## config.mk

```make
export PLATFORM = sky130hd
export DESIGN_NAME = rsha_ctrl
export DESIGN_NICKNAME = d
export VERILOG_FILES = /design/src/hw/rtl/rsha_pkg.sv /design/src/hw/rtl/rsha_ctrl.sv
export SDC_FILE = /design/constraint.sdc
export NUM_CORES = 1
export LEC_CHECK = 0
export BUFFER_PORTS_ARGS = -buffer_cell sky130_fd_sc_hd__buf_2
export CORE_AREA = 2 2 39 41
export DETAILED_ROUTE_END_ITERATION = 7
export DIE_AREA = 0 0 41 43
export GPL_TIMING_DRIVEN = 0
export PLACE_DENSITY = 0.54
export SYNTH_ARGS = -nofsm -noshare
export SYNTH_HDL_FRONTEND = slang
export SYNTH_SLANG_ARGS = --single-unit
```

## constraint.sdc

```tcl
create_clock -name clk_i -period 1.35 [get_ports clk_i]
set_input_delay 0.135 -clock clk_i [delete_from_list [all_inputs] [get_ports clk_i]]
set_output_delay 0.135 -clock clk_i [all_outputs]
set_load 0.01 [all_outputs]
```

## src/hw/rtl/rsha_pkg.sv

```systemverilog
// Package with the shared types and codes of the radial splat heat accumulator.
package rsha_pkg;

  localparam int GridWidth  = 256;
  localparam int GridHeight = 256;

  localparam logic [1:0] OpSplat = 2'd0;
  localparam logic [1:0] OpRead  = 2'd1;
  localparam logic [1:0] OpClear = 2'd2;
  localparam logic [1:0] OpNop   = 2'd3;

  localparam logic [2:0] RegWidth     = 3'd0;
  localparam logic [2:0] RegHeight    = 3'd1;
  localparam logic [2:0] RegRadius    = 3'd2;
  localparam logic [2:0] RegThreshold = 3'd3;
  localparam logic [2:0] RegScale     = 3'd4;

  typedef struct packed {
    logic [1:0] op;
    logic [7:0] x;
    logic [7:0] y;
  } cmd_t;

  typedef struct packed {
    logic [31:0] count;
    logic [7:0]  level;
    logic [31:0] peak;
  } rsp_t;

  typedef struct packed {
    logic [8:0] img_cols;
    logic [8:0] img_rows;
    logic [4:0] splat_radius;
    logic [7:0] weight_threshold;
    logic [7:0] full_scale;
  } cfg_t;

  // Commands from the controller to the datapath.
  typedef struct packed {
    logic load;       // capture the command and set up the first disc point
    logic clr_step;   // clear the addressed entry and advance the clear address
    logic pix_read;   // issue the memory read for the current disc point
    logic pix_write;  // write back the updated counter and step the disc point
    logic rd_issue;   // issue the memory read of a read command
    logic div_start;  // start the level division
    logic div_step;   // one division step
    logic respond;    // drive a result
  } ctl_t;

  typedef struct packed {
    logic clr_last;
    logic disc_last;
    logic div_last;
  } sts_t;

endpackage

```

## src/hw/rtl/rsha_ctrl.sv

```systemverilog
// Controller state machine of the radial splat heat accumulator.
module rsha_ctrl (
  input  logic              clk_i,
  input  logic              rst_ni,
  input  logic              start,
  input  logic [1:0]        op_i,
  input  rsha_pkg::sts_t    sts_i,
  output logic              busy,
  output rsha_pkg::ctl_t    ctl_o
);

  localparam logic [3:0] StInit  = 4'd0;
  localparam logic [3:0] StIdle  = 4'd1;
  localparam logic [3:0] StClear = 4'd2;
  localparam logic [3:0] StPixRd = 4'd3;
  localparam logic [3:0] StPixWr = 4'd4;
  localparam logic [3:0] StRdMem = 4'd5;
  localparam logic [3:0] StRdDat = 4'd6;
  localparam logic [3:0] StDiv   = 4'd7;
  localparam logic [3:0] StResp  = 4'd8;

  logic [3:0] state_q, state_d;

  always_ff @(posedge clk_i or negedge rst_ni) begin
    if (!rst_ni) begin
      state_q <= StInit;
    end else begin
      state_q <= state_d;
    end
  end

  assign busy = (state_q != StIdle);

  always_comb begin
    state_d = state_q;
    ctl_o   = '0;
    unique case (state_q)
      StInit: begin
        ctl_o.clr_step = 1'b1;
        if (sts_i.clr_last) begin
          state_d = StIdle;
        end
      end
      StIdle: begin
        if (start) begin
          ctl_o.load = 1'b1;
          unique case (op_i)
            rsha_pkg::OpSplat: state_d = StPixRd;
            rsha_pkg::OpRead:  state_d = StRdMem;
            rsha_pkg::OpClear: state_d = StClear;
            default:           state_d = StResp;
          endcase
        end
      end
      StClear: begin
        ctl_o.clr_step = 1'b1;
        if (sts_i.clr_last) begin
          state_d = StResp;
        end
      end
      StPixRd: begin
        ctl_o.pix_read = 1'b1;
        state_d = StPixWr;
      end
      StPixWr: begin
        ctl_o.pix_write = 1'b1;
        state_d = sts_i.disc_last ? StResp : StPixRd;
      end
      StRdMem: begin
        ctl_o.rd_issue = 1'b1;
        state_d = StRdDat;
      end
      StRdDat: begin
        ctl_o.div_start = 1'b1;
        state_d = StDiv;
      end
      StDiv: begin
        ctl_o.div_step = 1'b1;
        if (sts_i.div_last) begin
          state_d = StResp;
        end
      end
      StResp: begin
        ctl_o.respond = 1'b1;
        state_d = StIdle;
      end
      default: state_d = StInit;
    endcase
  end

`ifndef SYNTHESIS
  a_resp_then_idle: assert property (@(posedge clk_i) disable iff (!rst_ni)
    ctl_o.respond |=> !busy) else $error("response not followed by idle");
  a_load_only_idle: assert property (@(posedge clk_i) disable iff (!rst_ni)
    ctl_o.load |-> state_q == StIdle)
    else $error("load outside idle");
  a_one_mem_cmd: assert property (@(posedge clk_i) disable iff (!rst_ni)
    $onehot0({ctl_o.clr_step, ctl_o.pix_read, ctl_o.pix_write, ctl_o.rd_issue}))
    else $error("several memory commands at once");
`endif

endmodule

```

==> results of run 1 <==
through the flow:
stage / utilization, % / cells / setup WS, ns / setup TNS (ns) / hold WS, ns
global route: 46.6 / 89 / -0.145 / -0.998 / 0.243
CTS: 41.6 / 88 / -0.0837 / -0.468 / 0.209
floorplan: - / 49 / -0.0727 / -0.145 / -0.161
global placement: 35.0 / 81 / -0.159 / -0.290 / -0.0611
detailed placement: 35.0 / 81 / -0.150 / -0.244 / -0.0567
finish: 46.6 / 89 / -0.114 / -0.372 / 0.227
timing repair:
action | CTS | global route
pin swaps | 4 | 5
hold endpoints to repair | 4 | 0
setup endpoints to repair | 11 | 12
buffers inserted | 4 | 1
hold buffers | 1 | 0
gates resized for setup | 10 | 15
cell usage in the layout (no fill, tap or decap), drive strengths merged, types with 3 or more instances in the layout:
| cell type | n |
|---|---|
| buf | 24 |
| dfrtp | 4 |
| a21oi | 4 |
| nand2 | 3 |
| clkbuf | 3 |
| nor3 | 4 |
| nor2b | 4 |
| or3 | 3 |
kinds of logic after synthesis:
family | count (synthesis)
DFF | 4
and+or+nand+nor | 25
buffers and inverters | 6
AOI/OAI and AO/OA | 13
muxes | 1
power groups by stage:
stage               logic [mW]  clock network [mW]  registers, mW
finish                    1.06               0.149          0.245
global route              1.15               0.163          0.249
CTS                      0.867               0.153          0.227
detailed placement       0.709                   0          0.226
global placement         0.709                   0          0.229
floorplan                0.533                   0          0.211
worst max-delay path: cells and delay by family, from the launching register on:
| kind | cells | cell delay [ns] |
|---|---|---|
| flip-flops | 1 | 0.41 |
| AND/OR/NAND/NOR | 1 | 0.40 |
| multiplexers | 1 | 0.29 |
| AO/OA/AOI/OAI | 2 | 0.25 |
worst paths after layout:
check                            from    endpoint  slack, ns  depth (start not counted)
max                        state_q[1]  state_q[1]      -0.11                          4
min                            rst_ni  state_q[0]       0.23                          2
max reg2reg                state_q[1]  state_q[1]      -0.11                          4
min reg2reg                state_q[2]  state_q[3]       0.72                          2
max in group asynchronous      rst_ni  state_q[2]       0.98                          2
min in group clk_i           sts_i[0]  state_q[2]       0.24                          3
layout make-up:
type	instances	share of cell area, %
multi-input combinational	39	51.1
timing repair buffer	22	21.0
sequential	4	16.1
buffer	3	4.08
clock buffer	3	3.50
tap	16	3.11
inverter	2	1.17
synth_stat cells:
cell / count / share of area, %
dfrtp_1: 4 / 26
inv_1: 2 / 2.0
nand2_1: 3 / 3.0
and3_1: 1 / 1.7
a211oi_1: 1 / 2.0
o21bai_1: 2 / 4.0
nor2b_1: 4 / 6.6
nor3b_1: 1 / 2.0
nor2_1: 2 / 2.0
buf_4: 1 / 2.0
a21oi_2: 1 / 2.3
a21oi_1: 3 / 4.0
mux2_4: 1 / 4.0
a311oi_1: 1 / 2.3
a31o_1: 1 / 2.3
nand3_1: 1 / 1.3
nand2b_1: 2 / 3.3
nor4b_1: 1 / 2.3
o21ai_0: 2 / 2.6
nor3_1: 4 / 5.3
or2b_1: 1 / 2.0
o31ai_1: 1 / 2.0
o21a_1: 1 / 2.0
nand3b_1: 2 / 4.0
buf_2: 3 / 4.0
or3_1: 3 / 5.0
per-layer routing:
metal  vias up  global-route usage, %
li1        225                      -
met1       220                   14.5
met2        20                   21.9
met3         2                   3.14
met4         0                   8.00
met5         -                      0
==> results.cfg, run 1 <==
[grt]
grt_pass1_wl_um = 1590
grt_usage_pct = 13.4
grt_remaining_overflow = 0
antenna_found_initial = 0
grt_pass1_vias = 420
grt_max_degree = 11

[synth]
synth-seq-area-share_pct = 26.4
synthMuxAreaShare_pct = 3.96
syn_avg_cell_area_um2 = 7.74
synth_compound_area_share_pct = 23.4
synth_fp_nets = 57
synth_top_family_by_area = simple AND/OR/NAND/NOR gates
synth_adder_area_share_pct = 0
synth_simple_gate_area_share_pct = 38.3
synth-seq-cells = 4
synthDistinctLibCells = 26
synth-xor-area-share_pct = 0
yosys_warnings = 0
netlist_instances = 49
syn_area_um2 = 379

[die]
die_area_um2 = 1760
row_count = 14
core_area_um2 = 1380
die_h_um = 43
io_pins = 17
fp.dieW_um = 41
start_util_pct = 27.4

[cts]
cts_tree = done
clk_latency_ns = 0.24
cts.sinks = 4
cts-root-buf = clkbuf_4
cts_buffer_depth = 2
htreeDepth = 1
clk_pin_slew_ns = 0.04
cts_made_buffers = 3

[placed_design]
placed_area_um2 = 484
hpwl_um = 728
gp_congestion = 0.732
port_buffers = 16

[final_layout]
nets = 83
multi_input_area_um2 = 329
top_register = state_q
largest_register_ffs = 4
reg_top3 = state_q x4
final_cell_area_um2 = 644
syn_to_final_growth_pct = 70.0
drive_gt1_share_pct = 57.5
diodes = 0
fill_cells = 140
seq_area_um2 = 104

[detailed_routing]
wl_met3_um = 56
drt-met1-wl_um = 458
drt_iter0_drc = 7
firstDrtPassIters = 4
dr_wl_met2_um = 608
wire_per_inst_um = 12.8
via_per_inst = 5.25
drc = 0
drtAntennaViolNets = 0
top_layer = met4
dr_total_vias = 467
routed_wl_um = 1140

[setup_path]
end_kind = register
cp.arrival_ns = 1.57
cp-start-kind = register
path_cells = or3_4 -> a21oi_4 -> a21oi_2 -> mux2_4
worst_path_max_delay_cell = dfrtp_1
slowest_delay_ns = 0.41
crit_fanout = 4
path_class = reg2reg
crit_required_ns = 1.46

[power_and_ir_drop]
p_comb_share_pct = 72.9
intPower_mw = 0.812
peakVddDrop_mv = 0.655
powerDensity_nw_per_um2 = 2260
p_switching_mw = 0.641
power_frac_seq_pct = 16.8
switching_share_pct = 44.1
report.power.total_mw = 1.45
leakage_nw = 0.288
pwr-share-clk_pct = 10.2

[timing]
drv_slew = 0
timing.slew.headroom_pct = 78.2
fin_crit_sh_pct = 108
grt_setup_unrepaired = true
setup_viol = 7
final_hold_viol_count = 0
clock.fmax_mhz = 683
clock_skew_ns = 0.00920
fin_crit_ns = 1.46
worstMarginPinSlew_ns = 0.325
fin_ws_ns = -0.114

[status]
violations = setup timing
status = finished with violations

[job]
max_cap_violations = 0

[min_path]
min_path_type = in2async
Power figures use the tool's default switching activity.
==> run 2: changes to the inputs <==
--- a/config.mk
+++ b/config.mk
@@ -5,12 +5,12 @@
 export SDC_FILE = /design/constraint.sdc
 export NUM_CORES = 1
 export LEC_CHECK = 0
-export BUFFER_PORTS_ARGS = -buffer_cell sky130_fd_sc_hd__buf_2
 export CORE_AREA = 2 2 39 41
 export DETAILED_ROUTE_END_ITERATION = 7
 export DIE_AREA = 0 0 41 43
+export DONT_BUFFER_PORTS = 1
 export GPL_TIMING_DRIVEN = 0
-export PLACE_DENSITY = 0.54
+export PLACE_DENSITY = 0.42
 export SYNTH_ARGS = -nofsm -noshare
 export SYNTH_HDL_FRONTEND = slang
 export SYNTH_SLANG_ARGS = --single-unit
==> constraint.sdc (replaced) <==
create_clock -name clk_i -period 1.35 [get_ports clk_i]
set_input_delay 0.135 -clock clk_i [delete_from_list [all_inputs] [get_ports clk_i]]
set_output_delay 0.135 -clock clk_i [all_outputs]
set_load 0.05 [all_outputs]
==> results.cfg, run 2 (synthesis gave the netlist of run 1 again) <==
[power_and_ir_drop]
switching_share_pct = 51.2
p_comb_share_pct = 78.8
pwr-share-clk_pct = 8.1
peakVddDrop_mv = 1.26
report.power.total_mw = 2.00
leakage_nw = 0.272
p_switching_mw = 1.03
intPower_mw = 0.977
power_frac_seq_pct = 13.1
powerDensity_nw_per_um2 = 2800

[setup_path]
critPathCapture = state_q[0]
ff2ff_path_depth = 4
r2r_start = state_q[1]
cp-start-kind = register
end_kind = register
path_class = reg2reg
ff2ff_setup_slack_ns = -0.33
timing.rr.end = state_q[0]
crit_start = state_q[1]
crit_required_ns = 1.52
cp.arrival_ns = 1.85
crit_fanout = 4

[die]
die_h_um = 43
row_count = 14
die_area_um2 = 1760
core_area_um2 = 1380
io_pins = 17
start_util_pct = 27.4
fp.dieW_um = 41

[grt]
antenna_found_initial = 0
grt_use_met3_pct = 2.62
met1_usage_pct = 20.5
grt_max_degree = 11
grt.met2_usage_pct = 26.3
grt_usage_pct = 16.2
grt_remaining_overflow = 0
grt_pass1_vias = 450
gr-max-usage-layer = met2
grt_pass1_wl_um = 1970

[detailed_routing]
drc = 0
dr_total_vias = 438
wire_per_inst_um = 15.3
routed_wl_um = 1240
drtAntennaViolNets = 0
via_per_inst = 5.41
firstDrtPassIters = 4
drt_iter0_drc = 7

[final_layout]
layout_common_cells = 10 x buf_6, 5 x buf_4, 4 x nor2b_4
multi_input_area_um2 = 398
top_register = state_q
drive_gt1_share_pct = 63.1
reg_top3 = state_q x4
diodes = 0
nets = 74
largest_register_ffs = 4
fill_cells = 132
syn_to_final_growth_pct = 88.4
layout_commonest_cell = buf_6
seq_area_um2 = 103

[placed_design]
port_buffers = 0
hpwl_um = 744
gp_congestion = 0.793

[cts]
clk_pin_slew_ns = 0.04
cts_buffer_depth = 2
cts-root-buf = clkbuf_4
htreeDepth = 1
cts.sinks = 4
cts_made_buffers = 3
cts_tree = done
clk_latency_ns = 0.24

[job]
max_cap_violations = 0

[timing]
drv_slew = 0
fin_crit_ns = 1.68
final_hold_viol_count = 0
grt_setup_unrepaired = true
clock.fmax_mhz = 597
timing.slew.headroom_pct = 48.7
fin_ws_ns = -0.326
setup_viol = 13
clock_skew_ns = 0.00843
fin_crit_sh_pct = 124
final.setup.tns_ns = -2.90
worstMarginPinSlew_ns = 0.766

[status]
violations = setup timing
status = finished with violations

[min_path]
min_path_type = in2reg
## run 2: cell count changes in the layout (fill, tap and decap cells not counted), moves of 3 or more
cell and change:
buf_2 -16, buf_6 +7, nor2b_1 -3, nor2b_4 +3
## run 2: worst min-delay path by stage
stage                     depth (start not counted)          to     start  slack, ns
after global routing                              2  state_q[2]  sts_i[0]       0.09
after CTS                                         2  state_q[2]  sts_i[0]        0.1
after floorplan                                   0  state_q[0]    rst_ni      -0.16
final                                             2  state_q[2]  sts_i[0]       0.09
after global placement                            0  state_q[3]    rst_ni      -0.16
after detailed placement                          0  state_q[1]    rst_ni      -0.16
## run 2: power by group through the flow
stage               Clock [mW]  Combinational [mW]  Sequential, mW
floorplan                    0               0.893           0.239
global placement             0               0.992           0.264
detailed placement           0               0.989           0.261
CTS                      0.166                1.49           0.261
global route             0.181                1.67           0.271
finish                   0.162                1.58           0.263
## run 2: timing repair
item,CTS,global route
pin swaps,11,3
hold endpoints to repair,4,0
hold buffers,1,0
cloned,0,0
endpoints found under the setup margin,13,13
gates resized for setup,25,5
setup buffers,10,1
## run 2: per-layer routing
metal  vias to the layer above  share of wire, %
li1                        207                 -
met1                       215                39
met2                        14                54
met3                         2               5.5
met4                         0               1.3
met5                         -                 0
## run 2: critical path, cell delays in order, from the launching register on
cell and delay [ns]:
dfrtp_1 0.39, buf_6 0.14, nor4b_4 0.70, o21bai_1 0.22, a31o_1 0.16
## run 2: cell type report
cell class,count,area share (%)
flip-flops and latches,4,14.4
plain buffers,4,6.30
multi-input cells,39,55.7
inverters,2,1.05
repair buffers,12,16.1
clock buffers,4,3.68
well taps,16,2.80
## run 2: stage by stage
step / util (%) / instances / worst slack, ns / hold WS [ns] / cell area, µm²
2_1_floorplan: - / 49 / -0.270 / -0.161 / 445
3_3_place_gp: 33.6 / 65 / -0.353 / -0.161 / 465
3_5_place_dp: 33.6 / 65 / -0.360 / -0.161 / 465
4_1_cts: 49.5 / 80 / -0.319 / 0.0986 / 686
5_1_grt: 51.6 / 81 / -0.371 / 0.0899 / 714
6_report: 51.6 / 81 / -0.326 / 0.0916 / 714
